`src/ipi_pkg.sv`:
```
// ----------------------------------------------------------------------------
// Image pixel interpolator package
// Shared types, constants and arithmetic helpers of the frame-store sampler.
// ----------------------------------------------------------------------------
package ipi_pkg;

   localparam int MAX_WIDTH_DEF  = 1024;
   localparam int MAX_HEIGHT_DEF = 512;
   localparam int FRAC_BITS      = 8;

   localparam int COL_W  = 10;
   localparam int ROW_W  = 9;
   localparam int CH_W   = 8;
   localparam int SX_W   = 18;
   localparam int SY_W   = 17;
   localparam int XI_W   = SX_W - FRAC_BITS;
   localparam int WID_W  = 11;
   localparam int HGT_W  = 10;
   localparam int CSR_IDX_W = 2;
   localparam int CSR_DATA_W = 11;

   localparam int REM_W     = WID_W + 1;
   localparam int W_W       = FRAC_BITS + 2;
   localparam int WT_W      = 3 * FRAC_BITS + 4;
   localparam int ROWACC_W  = 20;
   localparam int ACC_W     = 32;
   localparam int REQ_DATA_W = 80;
   localparam int RSP_DATA_W = 24;

   localparam int COL_LSB   = 0;
   localparam int ROW_LSB   = COL_LSB + COL_W;
   localparam int BLUE_LSB  = ROW_LSB + ROW_W;
   localparam int GREEN_LSB = BLUE_LSB + CH_W;
   localparam int RED_LSB   = GREEN_LSB + CH_W;
   localparam int SX_LSB    = RED_LSB + CH_W;
   localparam int SY_LSB    = SX_LSB + SX_W;

   localparam logic [CSR_IDX_W-1:0] CSR_WIDTH  = 2'd0;
   localparam logic [CSR_IDX_W-1:0] CSR_HEIGHT = 2'd1;
   localparam logic [CSR_IDX_W-1:0] CSR_MODE   = 2'd2;

   localparam logic KIND_WRITE  = 1'b0;
   localparam logic KIND_SAMPLE = 1'b1;

   typedef enum logic [1:0] {
      MODE_NEAREST,
      MODE_BILINEAR,
      MODE_BICUBIC,
      MODE_UNUSED
   } mode_type;

   typedef enum logic [2:0] {
      ST_IDLE,
      ST_MOD,
      ST_TAPS,
      ST_FETCH,
      ST_DRAIN
   } state_type;

   typedef struct packed {
      logic       load;
      logic       mem_write;
      logic       clear_result;
      logic       mod_step;
      logic       taps_load;
      logic       fetch_en;
      logic [1:0] tap_col;
      logic [1:0] tap_row;
      logic       row_last;
      logic       last_tap;
      logic       result_load;
   } cmd_type;

   typedef struct packed {
      mode_type mode;
      logic     res_ready;
      logic     slot_free;
   } status_type;

   // Kernel weight rounded half away from zero to FRAC_BITS fraction bits.
   function automatic logic signed [W_W-1:0] round_weight(input logic signed [WT_W-1:0] v);
      logic [WT_W-1:0] mag;
      logic [WT_W-1:0] q;
      mag = v[WT_W-1] ? WT_W'(-v) : WT_W'(v);
      q   = (mag + (WT_W'(1) << (2 * FRAC_BITS))) >> (2 * FRAC_BITS + 1);
      return v[WT_W-1] ? -$signed(q[W_W-1:0]) : $signed(q[W_W-1:0]);
   endfunction

   // Reflect-101 index of a reduced coordinate r shifted by d.
   function automatic logic [WID_W-1:0] reflect_tap(input logic [REM_W-1:0] r,
                                                    input logic signed [2:0] d,
                                                    input logic [REM_W-1:0] period,
                                                    input logic [WID_W-1:0] len);
      logic signed [REM_W+1:0] t;
      logic signed [REM_W+1:0] p;
      p = $signed({2'b00, period});
      t = $signed({2'b00, r}) + {{(REM_W-1){d[2]}}, d};
      if (t < 0) begin
         t = t + p;
      end else if (t >= p) begin
         t = t - p;
      end
      if (t >= $signed({3'b000, len})) begin
         t = p - t;
      end
      if (len <= WID_W'(1)) begin
         t = '0;
      end
      return t[WID_W-1:0];
   endfunction

endpackage

```
`src/ipi_ctrl.sv`:
```
// ----------------------------------------------------------------------------
// Image pixel interpolator controller
// Sequences the coordinate reduction, tap fetches and result hand-over.
// ----------------------------------------------------------------------------
module ipi_ctrl (
   input  logic               clock,
   input  logic               reset,
   input  logic               req_tvalid,
   input  logic               req_tuser,
   output logic               req_tready,
   output ipi_pkg::cmd_type    cmd,
   input  ipi_pkg::status_type status
);
   import ipi_pkg::*;

   localparam int CNT_W = $clog2(XI_W);

   state_type        state_ff, state_in;
   logic [CNT_W-1:0] cnt_ff, cnt_in;
   logic [1:0]       col_ff, col_in;
   logic [1:0]       row_ff, row_in;
   logic [1:0]       n_last;

   always_ff @(posedge clock) begin
      if (reset) begin
         state_ff <= ST_IDLE;
         cnt_ff   <= '0;
         col_ff   <= '0;
         row_ff   <= '0;
      end else begin
         state_ff <= state_in;
         cnt_ff   <= cnt_in;
         col_ff   <= col_in;
         row_ff   <= row_in;
      end
   end

   always_comb begin
      case (status.mode)
         MODE_NEAREST:  n_last = 2'd0;
         MODE_BILINEAR: n_last = 2'd1;
         default:       n_last = 2'd3;
      endcase
   end

   always_comb begin
      state_in   = state_ff;
      cnt_in     = cnt_ff;
      col_in     = col_ff;
      row_in     = row_ff;
      req_tready = 1'b0;
      cmd        = '0;
      cmd.tap_col = col_ff;
      cmd.tap_row = row_ff;
      case (state_ff)
         ST_IDLE: begin
            req_tready = 1'b1;
            if (req_tvalid) begin
               if (req_tuser == KIND_WRITE) begin
                  cmd.mem_write = 1'b1;
               end else begin
                  cmd.load = 1'b1;
                  cnt_in   = '0;
                  case (status.mode)
                     MODE_UNUSED: begin
                        cmd.clear_result = 1'b1;
                        state_in = ST_DRAIN;
                     end
                     MODE_NEAREST: state_in = ST_TAPS;
                     default:      state_in = ST_MOD;
                  endcase
               end
            end
         end
         ST_MOD: begin
            cmd.mod_step = 1'b1;
            cnt_in = cnt_ff + CNT_W'(1);
            if (cnt_ff == CNT_W'(XI_W - 1)) begin
               state_in = ST_TAPS;
            end
         end
         ST_TAPS: begin
            cmd.taps_load = 1'b1;
            col_in   = '0;
            row_in   = '0;
            state_in = ST_FETCH;
         end
         ST_FETCH: begin
            cmd.fetch_en = 1'b1;
            cmd.row_last = (col_ff == n_last);
            cmd.last_tap = cmd.row_last && (row_ff == n_last);
            if (cmd.row_last) begin
               col_in = '0;
               row_in = row_ff + 2'd1;
            end else begin
               col_in = col_ff + 2'd1;
            end
            if (cmd.last_tap) begin
               state_in = ST_DRAIN;
            end
         end
         ST_DRAIN: begin
            if (status.res_ready && status.slot_free) begin
               cmd.result_load = 1'b1;
               state_in = ST_IDLE;
            end
         end
         default: state_in = ST_IDLE;
      endcase
   end

endmodule

```
`config.mk`:
```
export PLATFORM = sky130hd
export DESIGN_NAME = ipi_ctrl
export DESIGN_NICKNAME = d
export VERILOG_FILES = /design/src/ipi_pkg.sv /design/src/ipi_ctrl.sv
export SDC_FILE = /design/constraint.sdc
export NUM_CORES = 1
export LEC_CHECK = 0
export ABC_AREA = 1
export BUFFER_PORTS_ARGS = -buffer_cell sky130_fd_sc_hd__clkbuf_2
export CORE_MARGIN = 4
export CORE_UTILIZATION = 51
export CTS_CLUSTER_DIAMETER = 120
export DETAILED_ROUTE_END_ITERATION = 8
export PLACE_DENSITY = 0.84
export SLEW_MARGIN = 0
export SYNTH_ARGS = -nofsm -noshare
export SYNTH_HDL_FRONTEND = slang
export SYNTH_SLANG_ARGS = --single-unit
```
`constraint.sdc`:
```
create_clock -name clock -period 1.95 [get_ports clock]
set_clock_uncertainty 0.2 [all_clocks]
set_input_delay 0.2925 -clock clock [delete_from_list [all_inputs] [get_ports clock]]
set_output_delay 0.2925 -clock clock [all_outputs]
set_load 0.005 [all_outputs]
```
### Word level (Yosys, flattened, before mapping)

Index checks and enable logic that the tools add are counted.

* add/sub/neg operators: 3
* multiply operators: 0
* div/mod/pow operators: 0
* magnitude comparators: 0
* equality and inequality tests: 15
* shifts and indexed selects: 0
* multiplexer cells: 28
* bitwise operators: 0
* reduce and logical (&&, ||, !) cells: 9

Operators by type and width (count)
* two-way mux 3 bit: 7
* case mux 3 bit (5 select lines): 1
* != test 2 bit (second input constant): 6
* case mux 2 bit (2 select lines): 3
* two-way mux 1 bit: 10
* two-way mux 4 bit: 2
* case mux 4 bit (2 select lines): 1
* == test 3 x 2 -> 1 bit (second input constant): 2
* two-way mux 2 bit: 3
* case mux 3 bit (2 select lines): 1
* AND reduction 5 bit: 1
* adder 2 x 1 -> 2 bit (second input constant): 2
* adder 4 x 1 -> 4 bit (second input constant): 1
* == test 2 bit: 2
* == test 4 bit (second input constant): 1
* nonzero test 2 bit: 2
* == test 3 x 1 -> 1 bit (second input constant): 1
* == test 3 bit (second input constant): 1
* logical NOT 3 bit: 1
* AND reduction 3 bit: 1
* == test 2 x 1 -> 1 bit (second input constant): 1
* == test 2 bit (second input constant): 1
* logical AND 1 bit: 2
* logical NOT 2 bit: 1
* AND reduction 2 bit: 1

* register bits: 11
* latch bits: 0
* bits in writable memories: 0
* memory bits (read-only): 0
* input port bits: 8
* output and inout port bits: 14
* word-level logic and storage cells: 59
* memories kept: 0

### Depth between registers and ports, before layout

Gate-level depths: netlist (run 1).

* depth after elaboration: 6
* depth in mapped cells: 11
* gate-level depth less buffers: 11

### Worst setup path before layout (run 1)

No wires, ideal clock.

* path type: in2out
* start: in status[2] (netlist bit)
* end: out cmd[1] (netlist bit)
* arrival time: 1.061 ns
* data required time: 1.457 ns
* path slack: 0.397 ns
* cell stages on the path: 7
* path buffers: 0
* path through: inv_1 -> ha_1 -> o21ai_0 -> nand3_1 -> inv_1 -> nand2_1 -> nor2_1

RTL lines
* start: declaration: line ipi_ctrl.sv:12 `input ipi_pkg::status_type status`
* end: declaration: line ipi_ctrl.sv:11 `output ipi_pkg::cmd_type cmd,`

==> metrics.cfg, run 1 <==
[run]
max-cap-violations=0

[cts]
cts_tree=yes
cts-root-to-sink-buffers=2
path_clk_slew_ps=70
cts_made_buffers=3
post_cts_setup_bufs=0
worstSkewPairLatency_ps=270
cts_num_sinks=11
clock-root-buffer=sky130_fd_sc_hd__clkbuf_4
clock_tree.htree_level_count=1

[critical_path]
regToRegStartpoint=state_ff[0]
worst_ep_required_time_ps=1460
cp-endpoint=cmd[1]
start_kind=register
rr_worst_depth=8
worst_setup_path_end_kind=output port
worstReg2RegEnd=state_ff[0]
worst-r2r-setup-slack_ps=440
worst-path-max-fanout=7
setup.worst_path.start=state_ff[1]
crit_arrival_ps=1340
crit_type=register to output port

[synth]
post-synth-top-count-cell=sky130_fd_sc_hd__nand2_1
netlist_area_um2=828
ys_dominant_reg_cell=sky130_fd_sc_hd__dfxtp_1
synth.yosys.warnings=0
ys_seq_elements=11
synth_top_area_frac=0.266
synthCells=124
synth_sequential_area_ratio=0.266
synthesis.area_per_instance_um2=6.68
leading_post_synthesis_cells_by_instance_count=29 x sky130_fd_sc_hd__nand2_1, 21 x sky130_fd_sc_hd__inv_1, 11 x sky130_fd_sc_hd__dfxtp_1
synth-async-reset-ratio=0
synth_area_leaders=sky130_fd_sc_hd__dfxtp_1 27%, sky130_fd_sc_hd__nand2_1 13%, sky130_fd_sc_hd__ha_1 11%, sky130_fd_sc_hd__inv_1 9.5%, sky130_fd_sc_hd__a21oi_1 5.4%
synth_enable_flop_cells=0
synth_largest_area_cell=sky130_fd_sc_hd__dfxtp_1
mappedNetlistNets=139
netlist-cell-type-count=27

[die]
floorplan.rows=14
core_area_um2=1520
num_io_pins=22
start_util=0.544
die-area_um2=2330
die_width_um=48.3
die_height_um=48.3

[layout]
antennaDiodeCount=0
post-route-cell-area_um2=986
synthToLayoutAreaGrowth_pct=19.0
final_nets=164
post_route_cells_drive_above_1_share=0.270
final_cells=164

[drt]
detail-route-antenna-nets=0
detail_route.first_pass.iterations=4
drt_drc_violations_left=0
post_drt_via_cell_ratio=5.20
route.vias.total=852
drt-initial-drc-count=31
drt-wirelength-per-cell_um=11.4
route.final.wire_length_um=1870

[grt]
grt_first_pass_wirelength_um=3110
antenna_found_initial=0
grt_max_degree=10
vias_in_the_first_global_route=750
grt_use_total=0.164
globalRoute.totalOverflow=0

[timing]
fmax_mhz=544
rsz0062_at_grt=no
holdWs_ps=126
tightestPinTransition_ps=335
setup_tns_ps=0
slew_violations=0
finalWorstPathRequiredPeriod_ps=1840
min_period_over_period=0.942
hold_viol=0
finalSetupViolations=0
maxSlewHeadroom=0.775

[place]
final_estimated_routing_congestion_in_global_placement=0.861
placement.cell_area_um2=950
post-place-cells=160
port_buffers=21
half_perimeter_wire_length_of_the_detailed_placement_result_um=1460

[power]
power.total_mw=1.06
pwr_density_cell_nw_per_um2=1070
vdd.ir_drop.worst_v=0.000600
leakagePower_nw=0.522

[worst_hold_path]
hp-class=input port to register
worstHoldStart=reset

[run_status]
run_status=finished clean

report_power, final:
part | internal, mW | leakage, nW | total, mW | switching, mW
combinational | 0.206 | 0.418 | 0.564 | 0.358
sequential | 0.268 | 0.0894 | 0.333 | 0.0652
clock | 0.0794 | 0.0150 | 0.162 | 0.0821
total | 0.553 | 0.522 | 1.06 | 0.505
registers in the layout, summed over array words and instances (netlist names):
name,flops
state_ff,3
row_ff,2
col_ff,2
cnt_ff,4
critical path, cell delays in order (launching register included):
cell                       delay [ps]
sky130_fd_sc_hd__dfxtp_1          470
sky130_fd_sc_hd__inv_2            100
sky130_fd_sc_hd__nor2_4           200
sky130_fd_sc_hd__nand2_1           90
sky130_fd_sc_hd__nor2_1            90
sky130_fd_sc_hd__clkbuf_2         110
area by class of cell:
cell class              instances  area [um2]
multi-input cells              89         528
flip-flops and latches         11         220
well taps                      16        20.0
fillers                       129         538
clock buffers                   4        26.3
repair buffers                 21         105
inverters                      23        86.3
stage by stage:
step,worst slack [ps],utilization
after global routing,10.4,0.647
after global placement,119,0.623
after CTS,81.9,0.640
after floorplan,397,-
after detailed placement,86.2,0.623
final,113,0.647
layer usage:
metal | up-vias | wire [um] | GRT usage
met3 | 8 | 125 | 0.0215
met2 | 30 | 817 | 0.257
li1 | 443 | - | -
met4 | 0 | 57 | 0.101
met5 | - | 0 | 0
met1 | 371 | 866 | 0.209
cell usage in the layout (no fill, tap or decap), types with 2 or more instances in the layout:
cell                       Yosys  layout
sky130_fd_sc_hd__nand4_1       2       2
sky130_fd_sc_hd__inv_2         2       2
sky130_fd_sc_hd__o21ai_0       3       2
sky130_fd_sc_hd__inv_1        21      21
sky130_fd_sc_hd__nand2_1      29      29
sky130_fd_sc_hd__a21oi_1       9       9
sky130_fd_sc_hd__ha_1          7       6
sky130_fd_sc_hd__nor2_1        6       5
sky130_fd_sc_hd__nand3_2       1       2
sky130_fd_sc_hd__clkbuf_2      0      21
sky130_fd_sc_hd__clkbuf_4      0       3
sky130_fd_sc_hd__nor2_4        2       2
sky130_fd_sc_hd__xor2_1        2       2
sky130_fd_sc_hd__o21ai_1       1       2
sky130_fd_sc_hd__nand2_2       2       2
sky130_fd_sc_hd__nand2_4       2       2
sky130_fd_sc_hd__nor3_1        5       5
sky130_fd_sc_hd__nor2_2        2       3
sky130_fd_sc_hd__nand3_1       8       7
sky130_fd_sc_hd__dfxtp_1      11      11
timing repair:
action,CTS,global route
resized for setup,0,4
endpoints found under the setup margin,0,2
hold buffers,0,0
cells by family (layout without fill, tap and decap cells):
| group | after synthesis | in the layout | synth area share |
|---|---|---|---|
| flip-flops | 11 | 11 | 0.266 |
| adder cells (fa/ha/maj) | 7 | 7 | 0.106 |
| XOR/XNOR | 2 | 2 | 0.0212 |
| AO/OA/AOI/OAI | 16 | 16 | 0.110 |
| buffers and inverters | 24 | 48 | 0.109 |
| AND/OR/NAND/NOR | 64 | 64 | 0.388 |
how the worst min path moves through the flow:
stage	to	slack [ps]	cells after the start
detailed placement	col_ff[1]	290	2
global route	cnt_ff[3]	130	2
floorplan	cnt_ff[3]	260	2
finish	cnt_ff[2]	130	2
CTS	cnt_ff[3]	130	2
global placement	cnt_ff[3]	280	2
(Power assumes the default switching activity.)
==> inputs of run 2 (changes only) <==
- GPL_TIMING_DRIVEN: default -> 0
==> run 2 against run 1 <==
Final area grew 0.89%. Core utilization rose by 0.57 points. Critical endpoint unchanged. Sequential cell count did not move. Via count rose by 3.2%. Highest routed layer unchanged. Critical path type is now input port to output port. Die area unchanged. Largest cell class unchanged.
==> metrics.cfg, run 2 (same netlist as run 1, synthesis figures left out) <==
[run_status]
run_status=finished clean

[layout]
layout.cells.most_common_list=29 x sky130_fd_sc_hd__nand2_1, 20 x sky130_fd_sc_hd__clkbuf_2, 19 x sky130_fd_sc_hd__inv_1
final_nets=165
fill_count=145
largestRegisters=cnt_ff x4, state_ff x3
largest_register_ffs=4
synthToLayoutAreaGrowth_pct=20.1
post_route_cells_drive_above_1_share=0.295
antennaDiodeCount=0
largest_register=cnt_ff
layout.core_utilization=0.653
final_common_cell=sky130_fd_sc_hd__nand2_1

[place]
half_perimeter_wire_length_of_the_detailed_placement_result_um=1540
port_buffers=20
final_estimated_routing_congestion_in_global_placement=0.834

[die]
die_height_um=48.3
core_area_um2=1520
die-area_um2=2330
num_io_pins=22
start_util=0.544
die_width_um=48.3
floorplan.rows=14

[cts]
cts_num_sinks=11
clock-root-buffer=sky130_fd_sc_hd__clkbuf_4
cts_made_buffers=3
cts-root-to-sink-buffers=2
path_clk_slew_ps=80
post_cts_hold_buffer_count=0
cts_tree=yes
worstSkewPairLatency_ps=280
clock_tree.htree_level_count=1

[timing]
setup_tns_ps=0
finalWorstPathRequiredPeriod_ps=1830
fmax_mhz=546
slew_violations=0
tightestPinTransition_ps=430
min_period_over_period=0.939
holdWs_ps=181
maxSlewHeadroom=0.713
hold_viol=0
finalSetupViolations=0

[grt]
vias_in_the_first_global_route=795
grt_max_degree=10
antenna_found_initial=0
grt_use_total=0.172
grt_first_pass_wirelength_um=3270
globalRoute.totalOverflow=0

[drt]
drt-initial-drc-count=38
drt_drc_violations_left=0
post_drt_via_cell_ratio=5.33
detail-route-antenna-nets=0
drt-wirelength-per-cell_um=12.0
route.final.wire_length_um=1990
route.vias.total=879
detail_route.first_pass.iterations=4

[power]
pwr_density_cell_nw_per_um2=1070
power.total_mw=1.07
vdd.ir_drop.worst_v=0.000557
leakagePower_nw=0.520

[worst_hold_path]
hp-class=input port to register
worstHoldStart=status[0]

[run]
max-cap-violations=0

[critical_path]
setup.worst_path.start=status[2]
worst_ep_required_time_ps=1460
crit_arrival_ps=1340
start_kind=input port
worst-path-max-fanout=4
regToRegStartpoint=cnt_ff[0]
crit_type=input port to output port
worst_setup_path_end_kind=output port

run 2: cell count changes in the layout (fill, tap and decap cells not counted), moves of 2 or more:
cell                      previous run  this run
sky130_fd_sc_hd__dfxtp_1            11         9
sky130_fd_sc_hd__inv_2               2         4
sky130_fd_sc_hd__inv_1              21        19
sky130_fd_sc_hd__dfxtp_2             0         2
run 2: worst paths after layout:
kind	end	cells past startpoint	slack, ps
setup / recovery	cmd[1]	11	120
hold / removal	state_ff[2]	4	180
setup reg to reg	state_ff[0]	9	430
hold reg to reg	cnt_ff[3]	2	300
run 2: area by class of cell:
cell class	instances	area (um2)	area share
well taps	16	20.0	0.0201
clock buffers	4	26.3	0.0264
plain buffers	1	3.75	0.00377
flip-flops and latches	11	223	0.224
inverters	23	86.3	0.0868
multi-input cells	89	528	0.531
repair buffers	21	108	0.108
run 2: stage by stage:
step | instances | setup WS, ps | instance area [um2]
final | 165 | 119 | 995
after global routing | 165 | -16.7 | 995
after CTS | 164 | 54.3 | 975
after detailed placement | 160 | 48.2 | 948
after global placement | 160 | 87.5 | 948
after floorplan | 124 | 397 | 828
run 2: repair_timing:
action / in CTS / in global routing
setup endpoints to repair: 0 / 3
gates resized for setup: 0 / 8
setup buffers: 0 / 1
run 2: per-layer routing:
layer  GRT usage  part of all wire  vias up
li1            -                 -      447
met2       0.283              0.47       37
met5           0                 0        -
met3      0.0307             0.078        9
met1       0.212              0.42      386
met4      0.0876             0.032        0
run 2: power breakdown:
part           switching [mW]  internal [mW]  total, mW
sequential             0.0674          0.272      0.339
clock                  0.0832         0.0795      0.163
combinational           0.357          0.209      0.566
run 2: worst max-delay path, cell delays in order:
cell and delay, ps:
sky130_fd_sc_hd__clkbuf_2 120, sky130_fd_sc_hd__inv_2 50, sky130_fd_sc_hd__ha_2 200, sky130_fd_sc_hd__inv_1 80
sky130_fd_sc_hd__nand2_1 50, sky130_fd_sc_hd__nand2_1 80, sky130_fd_sc_hd__nand3_2 100, sky130_fd_sc_hd__inv_2 80
sky130_fd_sc_hd__nand2_1 60, sky130_fd_sc_hd__nor2_1 110, sky130_fd_sc_hd__clkbuf_2 120
